==> src/rtl/bv_pkg.sv <==
// Shared types, constants and the byte-wide CRC-32 step for the boot image verifier.
// No dependencies; every other rtl file but bv_if refers to it by scoped names.
package bv_pkg;

    localparam int HEADER_BYTES = 32;
    localparam int HDR_IDX_W    = $clog2(HEADER_BYTES);
    localparam int HDR_CRC_SPAN = 28;
    localparam int HDR_WORDS    = HEADER_BYTES / 4;

    localparam logic [31:0] CRC_POLY = 32'hedb88320;
    localparam logic [31:0] ALL_ONES = 32'hffffffff;

    localparam logic [31:0] RST_LOAD_BASE  = 32'h87000000;
    localparam logic [31:0] RST_LOAD_LIMIT = 32'h87cdae00;
    localparam logic [31:0] RST_MAGIC      = 32'h434f4758;
    localparam logic [15:0] RST_VERSION    = 16'h0001;

    // configuration register indexes
    localparam logic [1:0] CFG_LOAD_BASE        = 2'd0;
    localparam logic [1:0] CFG_LOAD_LIMIT       = 2'd1;
    localparam logic [1:0] CFG_EXPECTED_MAGIC   = 2'd2;
    localparam logic [1:0] CFG_EXPECTED_VERSION = 2'd3;

    localparam logic KIND_WRITE   = 1'b0;
    localparam logic KIND_VERDICT = 1'b1;

    localparam logic [1:0] ST_OK         = 2'd0;
    localparam logic [1:0] ST_BAD_HEADER = 2'd1;
    localparam logic [1:0] ST_SHORT_READ = 2'd2;
    localparam logic [1:0] ST_CRC_BAD    = 2'd3;

    // result queue
    localparam int Q_DEPTH = 2;
    localparam int Q_PTR_W = $clog2(Q_DEPTH);
    localparam int Q_CNT_W = $clog2(Q_DEPTH + 1);

    typedef enum logic [1:0] {
        PH_HEADER  = 2'd0,
        PH_PAYLOAD = 2'd1,
        PH_DONE    = 2'd2
    } t_phase;

    typedef struct packed {
        logic        kind;
        logic [31:0] write_address;
        logic [7:0]  write_byte;
        logic [1:0]  status;
        logic [31:0] entry_address;
        logic [31:0] clear_count;
        logic        last;
    } t_result;

    // reflected CRC-32, one byte
    function automatic logic [31:0] crc_byte(input logic [31:0] crc, input logic [7:0] b);
        logic [31:0] c;
        c = crc ^ {24'd0, b};
        for (int k = 0; k < 8; k++) begin
            c = (c >> 1) ^ (CRC_POLY & {32{c[0]}});
        end
        return c;
    endfunction

    function automatic t_result verdict(input logic [1:0] st, input logic [31:0] entry,
                                        input logic [31:0] clear);
        t_result r;
        r.kind          = KIND_VERDICT;
        r.write_address = '0;
        r.write_byte    = '0;
        r.status        = st;
        r.entry_address = entry;
        r.clear_count   = clear;
        r.last          = 1'b1;
        return r;
    endfunction

endpackage

==> src/rtl/bv_if.sv <==
// Request channel interfaces for the boot image verifier: image bytes in, results out.
// Depends on nothing but plain logic types.
interface bv_in_if;
    logic       valid;
    logic       ready;
    logic [7:0] data_byte;
    logic       end_of_file;

    modport source (output valid, output data_byte, output end_of_file, input ready);
    modport sink (input valid, input data_byte, input end_of_file, output ready);
endinterface

interface bv_out_if;
    logic        valid;
    logic        ready;
    logic        kind;
    logic [31:0] write_address;
    logic [7:0]  write_byte;
    logic [1:0]  status;
    logic [31:0] entry_address;
    logic [31:0] clear_count;
    logic        last;

    modport source (output valid, output kind, output write_address, output write_byte,
                    output status, output entry_address, output clear_count,
                    output last, input ready);
    modport sink (input valid, input kind, input write_address, input write_byte,
                  input status, input entry_address, input clear_count,
                  input last, output ready);
endinterface

==> src/rtl/bv_core.sv <==
// Image parser: input register, configuration registers, header store, checks and CRC.
// Uses bv_pkg; pushes at most one result a cycle toward bv_outq.
module bv_core (
    input  logic             i_clk,
    input  logic             i_rst_n,
    input  logic             i_cfg_we,
    input  logic [1:0]       i_cfg_idx,
    input  logic [31:0]      i_cfg_data,
    input  logic             i_in_valid,
    output logic             o_in_ready,
    input  logic [7:0]       i_in_byte,
    input  logic             i_in_eof,
    input  logic             i_q_ready,
    output logic             o_push,
    output bv_pkg::t_result  o_res
);

    logic [31:0] r_base, r_limit, r_magic;
    logic [15:0] r_version;

    logic        r_iv;
    logic [7:0]  r_ib;
    logic        r_ie;

    logic [7:0]  r_hdr [bv_pkg::HEADER_BYTES];
    logic [31:0] r_cnt, n_cnt;
    logic [31:0] r_crc, n_crc;
    bv_pkg::t_phase r_phase, n_phase;

    logic            r_pend, n_pend;
    bv_pkg::t_result r_pv, n_pv;

    logic        w_fire;
    logic        w_hdr_last;
    logic        w_hdr_ok;
    logic [31:0] w_word [bv_pkg::HDR_WORDS];
    logic [31:0] w_crc_next;
    logic [31:0] w_cnt_inc;
    logic [32:0] w_end_sum;
    logic [31:0] w_room;

    // a held verdict only exists in the verdict-given phase, where no byte pushes a result
    assign w_fire     = r_iv && i_q_ready;
    assign o_in_ready = !r_iv || w_fire;

    // header words; the top byte of the last word is the byte now being taken
    always_comb begin
        for (int w = 0; w < bv_pkg::HDR_WORDS - 1; w++) begin
            w_word[w] = {r_hdr[4*w+3], r_hdr[4*w+2], r_hdr[4*w+1], r_hdr[4*w]};
        end
        w_word[bv_pkg::HDR_WORDS-1] = {r_ib, r_hdr[bv_pkg::HEADER_BYTES-2],
                                       r_hdr[bv_pkg::HEADER_BYTES-3],
                                       r_hdr[bv_pkg::HEADER_BYTES-4]};
    end

    assign w_crc_next = bv_pkg::crc_byte(r_crc, r_ib);
    assign w_cnt_inc  = r_cnt + 32'd1;
    assign w_hdr_last = (r_cnt == 32'(bv_pkg::HEADER_BYTES - 1));
    assign w_end_sum  = {1'b0, r_base} + {1'b0, w_word[5]};
    assign w_room     = r_limit - r_base;

    // entry < psize <= msize makes entry+base safe once base+msize does not wrap
    assign w_hdr_ok = (w_word[0] == r_magic)
                   && (w_word[1][15:0] == r_version)
                   && (w_word[1][31:16] == 16'(bv_pkg::HEADER_BYTES))
                   && (~r_crc == w_word[7])
                   && (w_word[2] == r_base)
                   && (w_word[4] != 32'd0)
                   && (w_word[5] >= w_word[4])
                   && (w_word[3] < w_word[4])
                   && (w_word[5] <= w_room)
                   && !w_end_sum[32];

    // next phase
    always_comb begin
        n_phase = r_phase;
        if (w_fire) begin
            unique case (r_phase)
                bv_pkg::PH_HEADER: begin
                    if (r_ie) begin
                        n_phase = bv_pkg::PH_HEADER;
                    end else if (w_hdr_last) begin
                        n_phase = w_hdr_ok ? bv_pkg::PH_PAYLOAD : bv_pkg::PH_DONE;
                    end
                end
                bv_pkg::PH_PAYLOAD: begin
                    if (r_ie) begin
                        n_phase = bv_pkg::PH_HEADER;
                    end else if (w_cnt_inc >= w_word[4]) begin
                        n_phase = bv_pkg::PH_DONE;
                    end
                end
                default: begin
                    if (r_ie) begin
                        n_phase = bv_pkg::PH_HEADER;
                    end
                end
            endcase
        end
    end

    // results, counters and CRC
    always_comb begin
        n_cnt  = r_cnt;
        n_crc  = r_crc;
        n_pend = r_pend;
        n_pv   = r_pv;
        o_push = 1'b0;
        o_res  = r_pv;
        if (r_pend) begin
            o_push = i_q_ready;
            n_pend = !i_q_ready;
        end
        if (w_fire) begin
            unique case (r_phase)
                bv_pkg::PH_HEADER, bv_pkg::PH_PAYLOAD: begin
                    if (r_ie) begin
                        o_push = 1'b1;
                        o_res  = bv_pkg::verdict(bv_pkg::ST_SHORT_READ, '0, '0);
                        n_cnt  = '0;
                        n_crc  = bv_pkg::ALL_ONES;
                    end else if (r_phase == bv_pkg::PH_HEADER) begin
                        n_cnt = w_cnt_inc;
                        if (r_cnt < 32'(bv_pkg::HDR_CRC_SPAN)) begin
                            n_crc = w_crc_next;
                        end
                        if (w_hdr_last) begin
                            if (w_hdr_ok) begin
                                n_cnt = '0;
                                n_crc = bv_pkg::ALL_ONES;
                            end else begin
                                o_push = 1'b1;
                                o_res  = bv_pkg::verdict(bv_pkg::ST_BAD_HEADER, '0, '0);
                            end
                        end
                    end else begin
                        o_push              = 1'b1;
                        o_res.kind          = bv_pkg::KIND_WRITE;
                        o_res.write_address = r_base + r_cnt;
                        o_res.write_byte    = r_ib;
                        o_res.status        = bv_pkg::ST_OK;
                        o_res.entry_address = '0;
                        o_res.clear_count   = '0;
                        o_res.last          = 1'b1;
                        n_cnt               = w_cnt_inc;
                        n_crc               = w_crc_next;
                        if (w_cnt_inc >= w_word[4]) begin
                            // final payload byte: hold the verdict in r_pv until the queue has space
                            o_res.last = 1'b0;
                            n_pend     = 1'b1;
                            if (~w_crc_next == w_word[6]) begin
                                n_pv = bv_pkg::verdict(bv_pkg::ST_OK, r_base + w_word[3],
                                                       w_word[5] - w_word[4]);
                            end else begin
                                n_pv = bv_pkg::verdict(bv_pkg::ST_CRC_BAD, '0, '0);
                            end
                        end
                    end
                end
                default: begin
                    if (r_ie) begin
                        n_cnt = '0;
                        n_crc = bv_pkg::ALL_ONES;
                    end
                end
            endcase
        end
    end

    always_ff @(posedge i_clk) begin
        if (!i_rst_n) begin
            r_base    <= bv_pkg::RST_LOAD_BASE;
            r_limit   <= bv_pkg::RST_LOAD_LIMIT;
            r_magic   <= bv_pkg::RST_MAGIC;
            r_version <= bv_pkg::RST_VERSION;
        end else if (i_cfg_we) begin
            unique case (i_cfg_idx)
                bv_pkg::CFG_LOAD_BASE:        r_base    <= i_cfg_data;
                bv_pkg::CFG_LOAD_LIMIT:       r_limit   <= i_cfg_data;
                bv_pkg::CFG_EXPECTED_MAGIC:   r_magic   <= i_cfg_data;
                bv_pkg::CFG_EXPECTED_VERSION: r_version <= i_cfg_data[15:0];
                default: ;
            endcase
        end
    end

    always_ff @(posedge i_clk) begin
        if (!i_rst_n) begin
            r_iv    <= 1'b0;
            r_cnt   <= '0;
            r_crc   <= bv_pkg::ALL_ONES;
            r_phase <= bv_pkg::PH_HEADER;
            r_pend  <= 1'b0;
        end else begin
            if (o_in_ready) begin
                r_iv <= i_in_valid;
            end
            r_cnt   <= n_cnt;
            r_crc   <= n_crc;
            r_phase <= n_phase;
            r_pend  <= n_pend;
        end
    end

    always_ff @(posedge i_clk) begin
        if (i_in_valid && o_in_ready) begin
            r_ib <= i_in_byte;
            r_ie <= i_in_eof;
        end
        r_pv <= n_pv;
        if (w_fire && !r_ie && r_phase == bv_pkg::PH_HEADER) begin
            r_hdr[r_cnt[bv_pkg::HDR_IDX_W-1:0]] <= r_ib;
        end
    end

endmodule

==> src/rtl/bv_outq.sv <==
// Two-entry result queue that parts the parser from the output channel.
// Uses bv_pkg for the result type and depth.
module bv_outq (
    input  logic             i_clk,
    input  logic             i_rst_n,
    input  logic             i_push,
    input  bv_pkg::t_result  i_res,
    output logic             o_space,
    output logic             o_valid,
    input  logic             i_pop,
    output bv_pkg::t_result  o_res
);

    bv_pkg::t_result            r_mem [bv_pkg::Q_DEPTH];
    logic [bv_pkg::Q_PTR_W-1:0] r_wp, r_rp;
    logic [bv_pkg::Q_CNT_W-1:0] r_cnt;
    logic                       w_pop;

    assign o_space = (r_cnt != bv_pkg::Q_CNT_W'(bv_pkg::Q_DEPTH));
    assign o_valid = (r_cnt != '0);
    assign o_res   = r_mem[r_rp];
    assign w_pop   = o_valid && i_pop;

    always_ff @(posedge i_clk) begin
        if (!i_rst_n) begin
            r_wp  <= '0;
            r_rp  <= '0;
            r_cnt <= '0;
        end else begin
            if (i_push) begin
                r_wp <= r_wp + 1'b1;
            end
            if (w_pop) begin
                r_rp <= r_rp + 1'b1;
            end
            r_cnt <= r_cnt + bv_pkg::Q_CNT_W'(i_push) - bv_pkg::Q_CNT_W'(w_pop);
        end
    end

    always_ff @(posedge i_clk) begin
        if (i_push) begin
            r_mem[r_wp] <= i_res;
        end
    end

endmodule

==> src/rtl/boot_image_verifier.sv <==
// Boot image verifier. Bytes of an image file arrive one request per clock on i_in while
// i_in.ready is high; the first 32 form a header of eight little-endian words (magic,
// version and header size, load address, entry offset, payload size, memory size, payload
// CRC, header CRC). The header CRC-32 over bytes 0 to 27 runs while those bytes arrive, so
// the full check completes combinationally as the 32nd byte is taken. Payload bytes then
// leave on o_out as memory writes at load_base upward while the payload CRC-32 runs, and
// one verdict closes each image: ok (with entry address and clear count), bad header,
// short read or payload CRC mismatch. Throughput is one byte per clock with no gap while
// the queue has space: the verdict after the final payload write is registered and takes
// the single result push port when the queue has space, while a byte taken then (ignored,
// or end of file) causes no result. An accepted byte reaches its result through the input
// register, then a two-entry result queue. Stalls on o_out fill the queue and then hold
// the input. end_of_file ends an image early with a short read verdict and rearms after a
// verdict without a result. The user must write configuration on i_cfg_* only while no
// request is in flight; the block itself does not enforce it.
module boot_image_verifier (
    input  logic         i_clk,
    input  logic         i_rst_n,
    input  logic         i_cfg_we,
    input  logic [1:0]   i_cfg_idx,
    input  logic [31:0]  i_cfg_data,
    bv_in_if.sink        i_in,
    bv_out_if.source     o_out
);

    logic            w_push;
    logic            w_space;
    logic            w_valid;
    bv_pkg::t_result w_res_in;
    bv_pkg::t_result w_res_out;

    // parse, check and generate requests
    bv_core u_core (
        .i_clk      (i_clk),
        .i_rst_n    (i_rst_n),
        .i_cfg_we   (i_cfg_we),
        .i_cfg_idx  (i_cfg_idx),
        .i_cfg_data (i_cfg_data),
        .i_in_valid (i_in.valid),
        .o_in_ready (i_in.ready),
        .i_in_byte  (i_in.data_byte),
        .i_in_eof   (i_in.end_of_file),
        .i_q_ready  (w_space),
        .o_push     (w_push),
        .o_res      (w_res_in)
    );

    // hold results until the sink takes them
    bv_outq u_outq (
        .i_clk   (i_clk),
        .i_rst_n (i_rst_n),
        .i_push  (w_push),
        .i_res   (w_res_in),
        .o_space (w_space),
        .o_valid (w_valid),
        .i_pop   (o_out.ready),
        .o_res   (w_res_out)
    );

    assign o_out.valid         = w_valid;
    assign o_out.kind          = w_res_out.kind;
    assign o_out.write_address = w_res_out.write_address;
    assign o_out.write_byte    = w_res_out.write_byte;
    assign o_out.status        = w_res_out.status;
    assign o_out.entry_address = w_res_out.entry_address;
    assign o_out.clear_count   = w_res_out.clear_count;
    assign o_out.last          = w_res_out.last;

endmodule

==> src/flat_wrapper.sv <==
// flat-port wrapper written by rule: the top's interface ports become plain ports
module boot_image_verifier_flat 
  (i_clk, i_rst_n, i_cfg_we, i_cfg_idx, i_cfg_data, i_in_valid, i_in_data_byte, i_in_end_of_file, i_in_ready, o_out_valid, o_out_kind, o_out_write_address, o_out_write_byte, o_out_status, o_out_entry_address, o_out_clear_count, o_out_last, o_out_ready);
  bv_in_if i_in_i ();
  bv_out_if o_out_i ();
  input  logic i_clk;
  input  logic i_rst_n;
  input  logic i_cfg_we;
  input  logic [1:0] i_cfg_idx;
  input  logic [31:0] i_cfg_data;
  input wire logic [$bits(i_in_i.valid)-1:0] i_in_valid;
  input wire logic [$bits(i_in_i.data_byte)-1:0] i_in_data_byte;
  input wire logic [$bits(i_in_i.end_of_file)-1:0] i_in_end_of_file;
  output wire logic [$bits(i_in_i.ready)-1:0] i_in_ready;
  output wire logic [$bits(o_out_i.valid)-1:0] o_out_valid;
  output wire logic [$bits(o_out_i.kind)-1:0] o_out_kind;
  output wire logic [$bits(o_out_i.write_address)-1:0] o_out_write_address;
  output wire logic [$bits(o_out_i.write_byte)-1:0] o_out_write_byte;
  output wire logic [$bits(o_out_i.status)-1:0] o_out_status;
  output wire logic [$bits(o_out_i.entry_address)-1:0] o_out_entry_address;
  output wire logic [$bits(o_out_i.clear_count)-1:0] o_out_clear_count;
  output wire logic [$bits(o_out_i.last)-1:0] o_out_last;
  input wire logic [$bits(o_out_i.ready)-1:0] o_out_ready;
  assign i_in_i.valid = i_in_valid;
  assign i_in_i.data_byte = i_in_data_byte;
  assign i_in_i.end_of_file = i_in_end_of_file;
  assign i_in_ready = i_in_i.ready;
  assign o_out_valid = o_out_i.valid;
  assign o_out_kind = o_out_i.kind;
  assign o_out_write_address = o_out_i.write_address;
  assign o_out_write_byte = o_out_i.write_byte;
  assign o_out_status = o_out_i.status;
  assign o_out_entry_address = o_out_i.entry_address;
  assign o_out_clear_count = o_out_i.clear_count;
  assign o_out_last = o_out_i.last;
  assign o_out_i.ready = o_out_ready;
  boot_image_verifier u_core (.i_clk(i_clk), .i_rst_n(i_rst_n), .i_cfg_we(i_cfg_we), .i_cfg_idx(i_cfg_idx), .i_cfg_data(i_cfg_data), .i_in(i_in_i), .o_out(o_out_i));
endmodule
==> config.mk <==
export PLATFORM = sky130hd
export DESIGN_NAME = boot_image_verifier_flat
export DESIGN_NICKNAME = d
export VERILOG_FILES = /design/src/rtl/bv_pkg.sv /design/src/rtl/bv_if.sv /design/src/rtl/bv_core.sv /design/src/rtl/bv_outq.sv /design/src/rtl/boot_image_verifier.sv /design/src/flat_wrapper.sv
export SDC_FILE = /design/constraint.sdc
export NUM_CORES = 2
export LEC_CHECK = 0
export ABC_AREA = 1
export BUFFER_PORTS_ARGS = -buffer_cell sky130_fd_sc_hd__clkbuf_2
export CAP_MARGIN = 20
export CELL_PAD_IN_SITES_DETAIL_PLACEMENT = 1
export CELL_PAD_IN_SITES_GLOBAL_PLACEMENT = 1
export CORE_MARGIN = 2
export CORE_UTILIZATION = 30
export DETAILED_ROUTE_END_ITERATION = 10
export PLACE_DENSITY = 0.52
export SLEW_MARGIN = 20
export SYNTH_ARGS = -nofsm -noshare
export SYNTH_HDL_FRONTEND = slang
export SYNTH_SLANG_ARGS = --single-unit
export TNS_END_PERCENT = 1
==> constraint.sdc <==
create_clock -name i_clk -period 27.8 [get_ports i_clk]
set_input_delay 5.56 -clock i_clk [delete_from_list [all_inputs] [get_ports i_clk]]
set_output_delay 5.56 -clock i_clk [all_outputs]
set_load 0.05 [all_outputs]
Yosys cells after proc, flatten, opt, wreduce, memory -nomap -nowiden
Memories as Yosys holds them, arrays and structs flattened. A register that Yosys moved wholly into a read port is not among the register bits.
Cells that the tools add are included.
{"block": "word_totals", "n_memories": 2, "ff_bits": 301, "in_bits": 48, "ram_bits": 472, "out_inout_bits": 110}
{"block": "classes", "n_reduce_logical": 33, "bitwise_logic": 13, "mux": 47, "eq_ne": 14, "add_sub_neg": 10, "order_cmp": 5}
{"name": "u_core.u_core.r_hdr", "words": 32, "word_bits": 8, "read_ports": 31, "rd_ports_with_merged_regs": 0, "write_ports": 1, "line": "bv_core.sv:25", "text": "logic [7:0] r_hdr [bv_pkg::HEADER_BYTES];"}
{"name": "u_core.u_outq.r_mem", "words": 2, "word_bits": 108, "read_ports": 1, "rd_ports_with_merged_regs": 1, "write_ports": 1, "line": "bv_outq.sv:14", "text": "bv_pkg::t_result r_mem [bv_pkg::Q_DEPTH];"}
{"op": "108-bit 2-to-1 mux", "n": 6}
{"op": "32-bit 2-to-1 mux", "n": 13}
{"op": "31-bit by 32-bit bitwise XOR with 32-bit output", "n": 8}
{"op": "32-bit equality test", "n": 4}
{"op": "67-bit 2-to-1 mux", "n": 1}
{"op": "32-bit adder", "n": 2}
{"op": "32-bit greater-or-equal comparator", "n": 2}
{"op": "32-bit inverter", "n": 2}
{"op": "32-bit subtractor", "n": 2}
{"op": "32-bit by 32-bit adder with 33-bit output", "n": 1}
{"op": "32-bit by 1-bit adder with 32-bit output (second input constant)", "n": 1}
{"op": "32-bit by 5-bit equality test with 1-bit output (second input constant)", "n": 1}
{"op": "32-bit less-or-equal comparator", "n": 1}
{"op": "32-bit less-than comparator", "n": 1}
{"op": "32-bit by 5-bit less-than comparator with 1-bit output (second input constant)", "n": 1}
{"op": "32-bit nonzero test", "n": 1}
{"op": "32-bit by 8-bit bitwise XOR with 32-bit output", "n": 1}
{"op": "1-bit 2-to-1 mux", "n": 20}
{"op": "16-bit equality test", "n": 1}
{"op": "16-bit by 6-bit equality test with 1-bit output (second input constant)", "n": 1}
{"op": "1-bit logical AND", "n": 14}
{"op": "2-bit 2-to-1 mux", "n": 6}
{"op": "2-bit AND reduction", "n": 5}
{"op": "3-bit inequality test (second input constant)", "n": 2}
{"op": "other kinds (16)", "n": 25}

Depth between registers and ports, before layout
An unclocked memory read counts as a cell.
{"block": "depth", "word_depth": 19, "ltp_mapped": 36, "ltp_nobuf": 35}

Cells and area by module
A second synthesis with hierarchy kept.
{"block": "unflattened", "hier_cells": 4621, "area_unflattened_um2": 40878.0}
{"mod": "bv_core", "instances": 1, "area_each_um2": 32773.9, "cells_each": 4248}
{"mod": "bv_outq", "instances": 1, "area_each_um2": 8104.0, "cells_each": 373}

Worst setup path after synthesis
Ideal clock, no wire load.
{"block": "synth_path", "path_type": "reg2reg", "startpoint": "reg u_core.u_core.r_base[1]", "endpoint": "mem u_core.u_outq.r_mem[1][0] in the netlist's numbering, enable pin", "setup_slack_ps": 18336, "n_path_buf": 0, "stages_incl_launch_ff": 24, "t_arrival_ps": 8852, "path_cell_list": "dfxtp_1 -> inv_1 -> ha_1 -> nand2_1 -> or2_2 -> nor2_1 -> nor2_1 -> o21ai_0 -> a21boi_0 -> o21ai_0 -> a21boi_0 -> o21ai_0 -> xnor2_1 -> ha_1 -> nand2_1 -> nor4_1 -> nand2_1 -> nand2_1 -> nand2_1 -> nand3_1 -> nor2_1 -> nand4_1 -> nand2_1 -> a21oi_1"}
{"block": "synth_via", "elab_chain_cells": 15}
{"item": "start: declaration", "line": "bv_core.sv:18", "text": "logic [31:0] r_base, r_limit, r_magic;"}
{"item": "start signal: assignment", "line": "bv_core.sv:172", "text": "r_base <= bv_pkg::RST_LOAD_BASE;"}
{"item": "start signal: assignment", "line": "bv_core.sv:178", "text": "bv_pkg::CFG_LOAD_BASE: r_base <= i_cfg_data;"}
{"item": "parallel branches: the longest is 6 deep, another holds 32-bit subtractor"}
{"item": "1-bit logical AND *", "line": "bv_core.sv:72", "text": "&& !w_end_sum[32];"}
{"item": "1-bit 2-to-1 mux *", "line": "bv_core.sv:128", "text": "if (w_hdr_ok) begin"}
{"item": "1-bit 2-to-1 mux *", "line": "bv_core.sv:127", "text": "if (w_hdr_last) begin"}
{"item": "1-bit 2-to-1 mux *", "line": "bv_core.sv:122", "text": "end else if (r_phase == bv_pkg::PH_HEADER) begin"}
{"item": "1-bit 2-to-1 mux *", "line": "bv_core.sv:117", "text": "if (r_ie) begin"}
{"item": "1-bit 2-to-1 mux *", "line": "bv_core.sv:115", "text": "unique case (r_phase)"}
{"item": "1-bit 2-to-1 mux *", "line": "bv_core.sv:114", "text": "if (w_fire) begin"}
{"item": "1-bit 2-to-1 mux *", "line": "bv_outq.sv:41", "text": "if (i_push) begin"}
{"item": "1-bit 2-to-1 mux (implied by the code) *", "line": "bv_outq.sv:42", "text": "r_mem[r_wp] <= i_res;"}
{"item": "end: declaration", "line": "bv_outq.sv:14"}
Every way passes the cells marked *.

==> reports/metrics.yaml <==
worst-slew-pin-transition_ps: 1190
swShare_pct: 33.9
dr.pass1.iters: 5
coreArea_mm2: 0.131
grtUsageTotal_pct: 21.9
clk_pin_slew_ps: 60
crit_arrival_ps: 2990
drc_errors: 0
power.leakage_uw: 0.0192
hold_class: "reg -> reg"
multiInputGateArea_mm2: 0.0175
p_comb_share_pct: 24.2
grt_remaining_overflow: 0
hold_violations: 0
startpoint_type: "flop"
rsz0062_at_grt: "no"
antenna_found_initial: 8
cts_tree: "done"
cap_violations: 0
ys_seq_elements: 723
ctsHtreeMaxLevel: 3
hpwl_um: 112000
finalClockSkew_ps: 38.9
clock_latency_ps: 710
max-vdd-ir-drop_mv: 0.0441
synth_edf_count: 538
synth_largest_area_cell: "edfxtp_1"
die_x_um: 368
syn_area_mm2: 0.0398
nets: 4919
portBuffers: 157
root_buffer: "clkbuf_16"
finalCriticalPeriod_ps: 8550
io-pin-count: 158
clockBufferDepth: 3
syn_nets: 4739
start_util_pct: 30.2
fillers: 15300
cts_setup_buffers: 0
intPower_uw: 2090
initialDrtViolationCount: 1789
synth_cell_type_count: 59
slew_headroom_pct: 20.6
yosysSeqAreaShare_pct: 49.9
fin_tns_setup_ps: 0
grt_pass1_vias: 31900
ant_nets: 0
viasPerCell: 4.84
cp.required_ps: 22240
power_density_mw_per_mm2: 69.5
die_area_mm2: 0.135
ys_async_sr_fraction_pct: 0
final_common_cell: "nand2_1"
yosysWarnings: 0
final_cell_mix: "955 x nand2_1, 538 x edfxtp_1, 525 x inv_1, 508 x nor2_1, 380 x a21oi_1"
synth_ff_type: "edfxtp_1"
area_delta_synth_final_pct: 14.3
synth_area_per_cell_um2: 8.98
grt_pass1_wl_um: 219000
worst-path-max-fanout: 66
yosys-top-cells-area: "edfxtp_1 41%, dfxtp_1 9.3%, nand2_1 9.0%"
grt_start_max_net_pins: 73
fmax_mhz: 117
outcome: "finished, final reports clean"
finalCritPeriodShare_pct: 30.7
power_switching_uw: 1070
ctsResizeCount: 0
via_count: 31100
slew_viol_final: 0
fin_util_pct: 34.6
finalSetupViolCount: 0
dieHeight_um: 368
syn-instance-count: 4430
drive_gt1_share_pct: 11.0
worstSetupPathType: "reg -> out"
holdBufCountCts: 0
pwr-share-seq_pct: 40.0
cts_buffers: 88
pwr-share-clk_pct: 35.7
gp_congestion: 0.867
register_area_mm2: 0.0199
wire_per_inst_um: 23.2
hold_slack_ps: 464
routed_wl_um: 149000
num_rows: 133
cp-end-kind: "output pin"
clock_sinks: 723
synth_top_area_share_pct: 40.6
==> area by class of cell <==
class	count	area share (%)
antenna	1	0.00551
clock buffer	112	5.15
clock inverter	50	0.944
inverter	536	4.43
multi-input combinational	3067	38.6
sequential	723	43.7
tap	1755	4.83
timing repair buffer	194	2.35
==> logic make-up (layout without fill, tap and decap cells) <==
kind of cell | count (synthesis) | count (layout) | synth area share (%)
XOR/XNOR | 174 | 174 | 4.16
adder cells (fa/ha/maj) | 261 | 261 | 8.29
AO/OA/AOI/OAI | 767 | 767 | 10.5
AND/OR/NAND/NOR | 1757 | 1757 | 18.0
buffers and inverters | 640 | 892 | 6.09
multiplexers | 108 | 108 | 3.06
other | 0 | 1 | 0
flip-flops | 723 | 723 | 49.9
==> per-stage QoR <==
| stage | worst slack (ps) | cells | cell area (µm²) | total power, µW |
|---|---|---|---|---|
| CTS | 19130 | 6437 | 45400 | 3200 |
| global route | 19020 | 6437 | 45400 | 3300 |
| global placement | 19990 | 6275 | 42700 | 2050 |
| detailed placement | 19910 | 6275 | 42700 | 2060 |
| finish | 19250 | 6438 | 45500 | 3160 |
| floorplan | 18340 | 4430 | 39800 | 1820 |
==> final timing paths <==
kind	startpoint	endpoint	slack, ps	cells after the start
min	u_core.u_core.r_limit[16]	u_core.u_core.r_limit[16]	460	2
min reg2reg	u_core.u_core.r_limit[16]	u_core.u_core.r_limit[16]	460	2
max	flop	o_out_clear_count[12]	19250	3
max reg2reg	u_core.u_core.r_base[3]	u_core.u_outq.r_mem[0][1]	20910	26
==> synth_stat cells (all sizes together), types with 3 or more instances <==
cell type and n:
nor3 34, o21ai 261, nand3b 7, edfxtp 538
fa 4, nor4 13, mux2 108, a21boi 5
a21o 8, a31oi 10, dfxtp 185, nand4 38
o221ai 5, ha 257, or2 22, a211oi 5
clkbuf 92, xor2 108, nand2 971, buf 12
a22oi 10, o31ai 3, a221oi 3, a21oi 391
o211ai 33, o21a 17, o21bai 10, nor2 517
xnor2 64, nand3 149, inv 534
==> layer usage <==
layer | global-route usage (%) | share of wire [%]
met5 | 0 | 0
met4 | 5.19 | 2.3
met3 | 2.40 | 3.3
met2 | 37.3 | 48
met1 | 29.6 | 46
==> flip-flops by register name (all words and copies together) (netlist names), 2 cells and up, named ones only <==
register,flops
u_core.u_core.r_cnt,32
u_core.u_core.r_ib,8
u_core.u_core.r_crc,32
u_core.u_core.r_phase,2
u_core.u_outq.r_cnt,2
u_core.u_core.r_limit,32
u_core.u_outq.r_mem,216
u_core.u_core.r_version,16
u_core.u_core.r_pv,65
u_core.u_core.r_base,32
u_core.u_core.r_hdr,248
u_core.u_core.r_magic,32
==> worst max-delay path: stages (launching register included) <==
cell and delay [ps]:
dfxtp_4 720, buf_4 730, mux2_2 420, clkbuf_2 230
==> power by group through the flow <==
stage                     logic [µW]  clock network, µW  registers [µW]
after detailed placement         767                  0            1290
after global routing             837               1190            1270
after global placement           758                  0            1290
final                            765               1130            1260
after CTS                        772               1160            1270
after floorplan                  553                  0            1260
No activity file was read; power rests on OpenSTA's default activity.
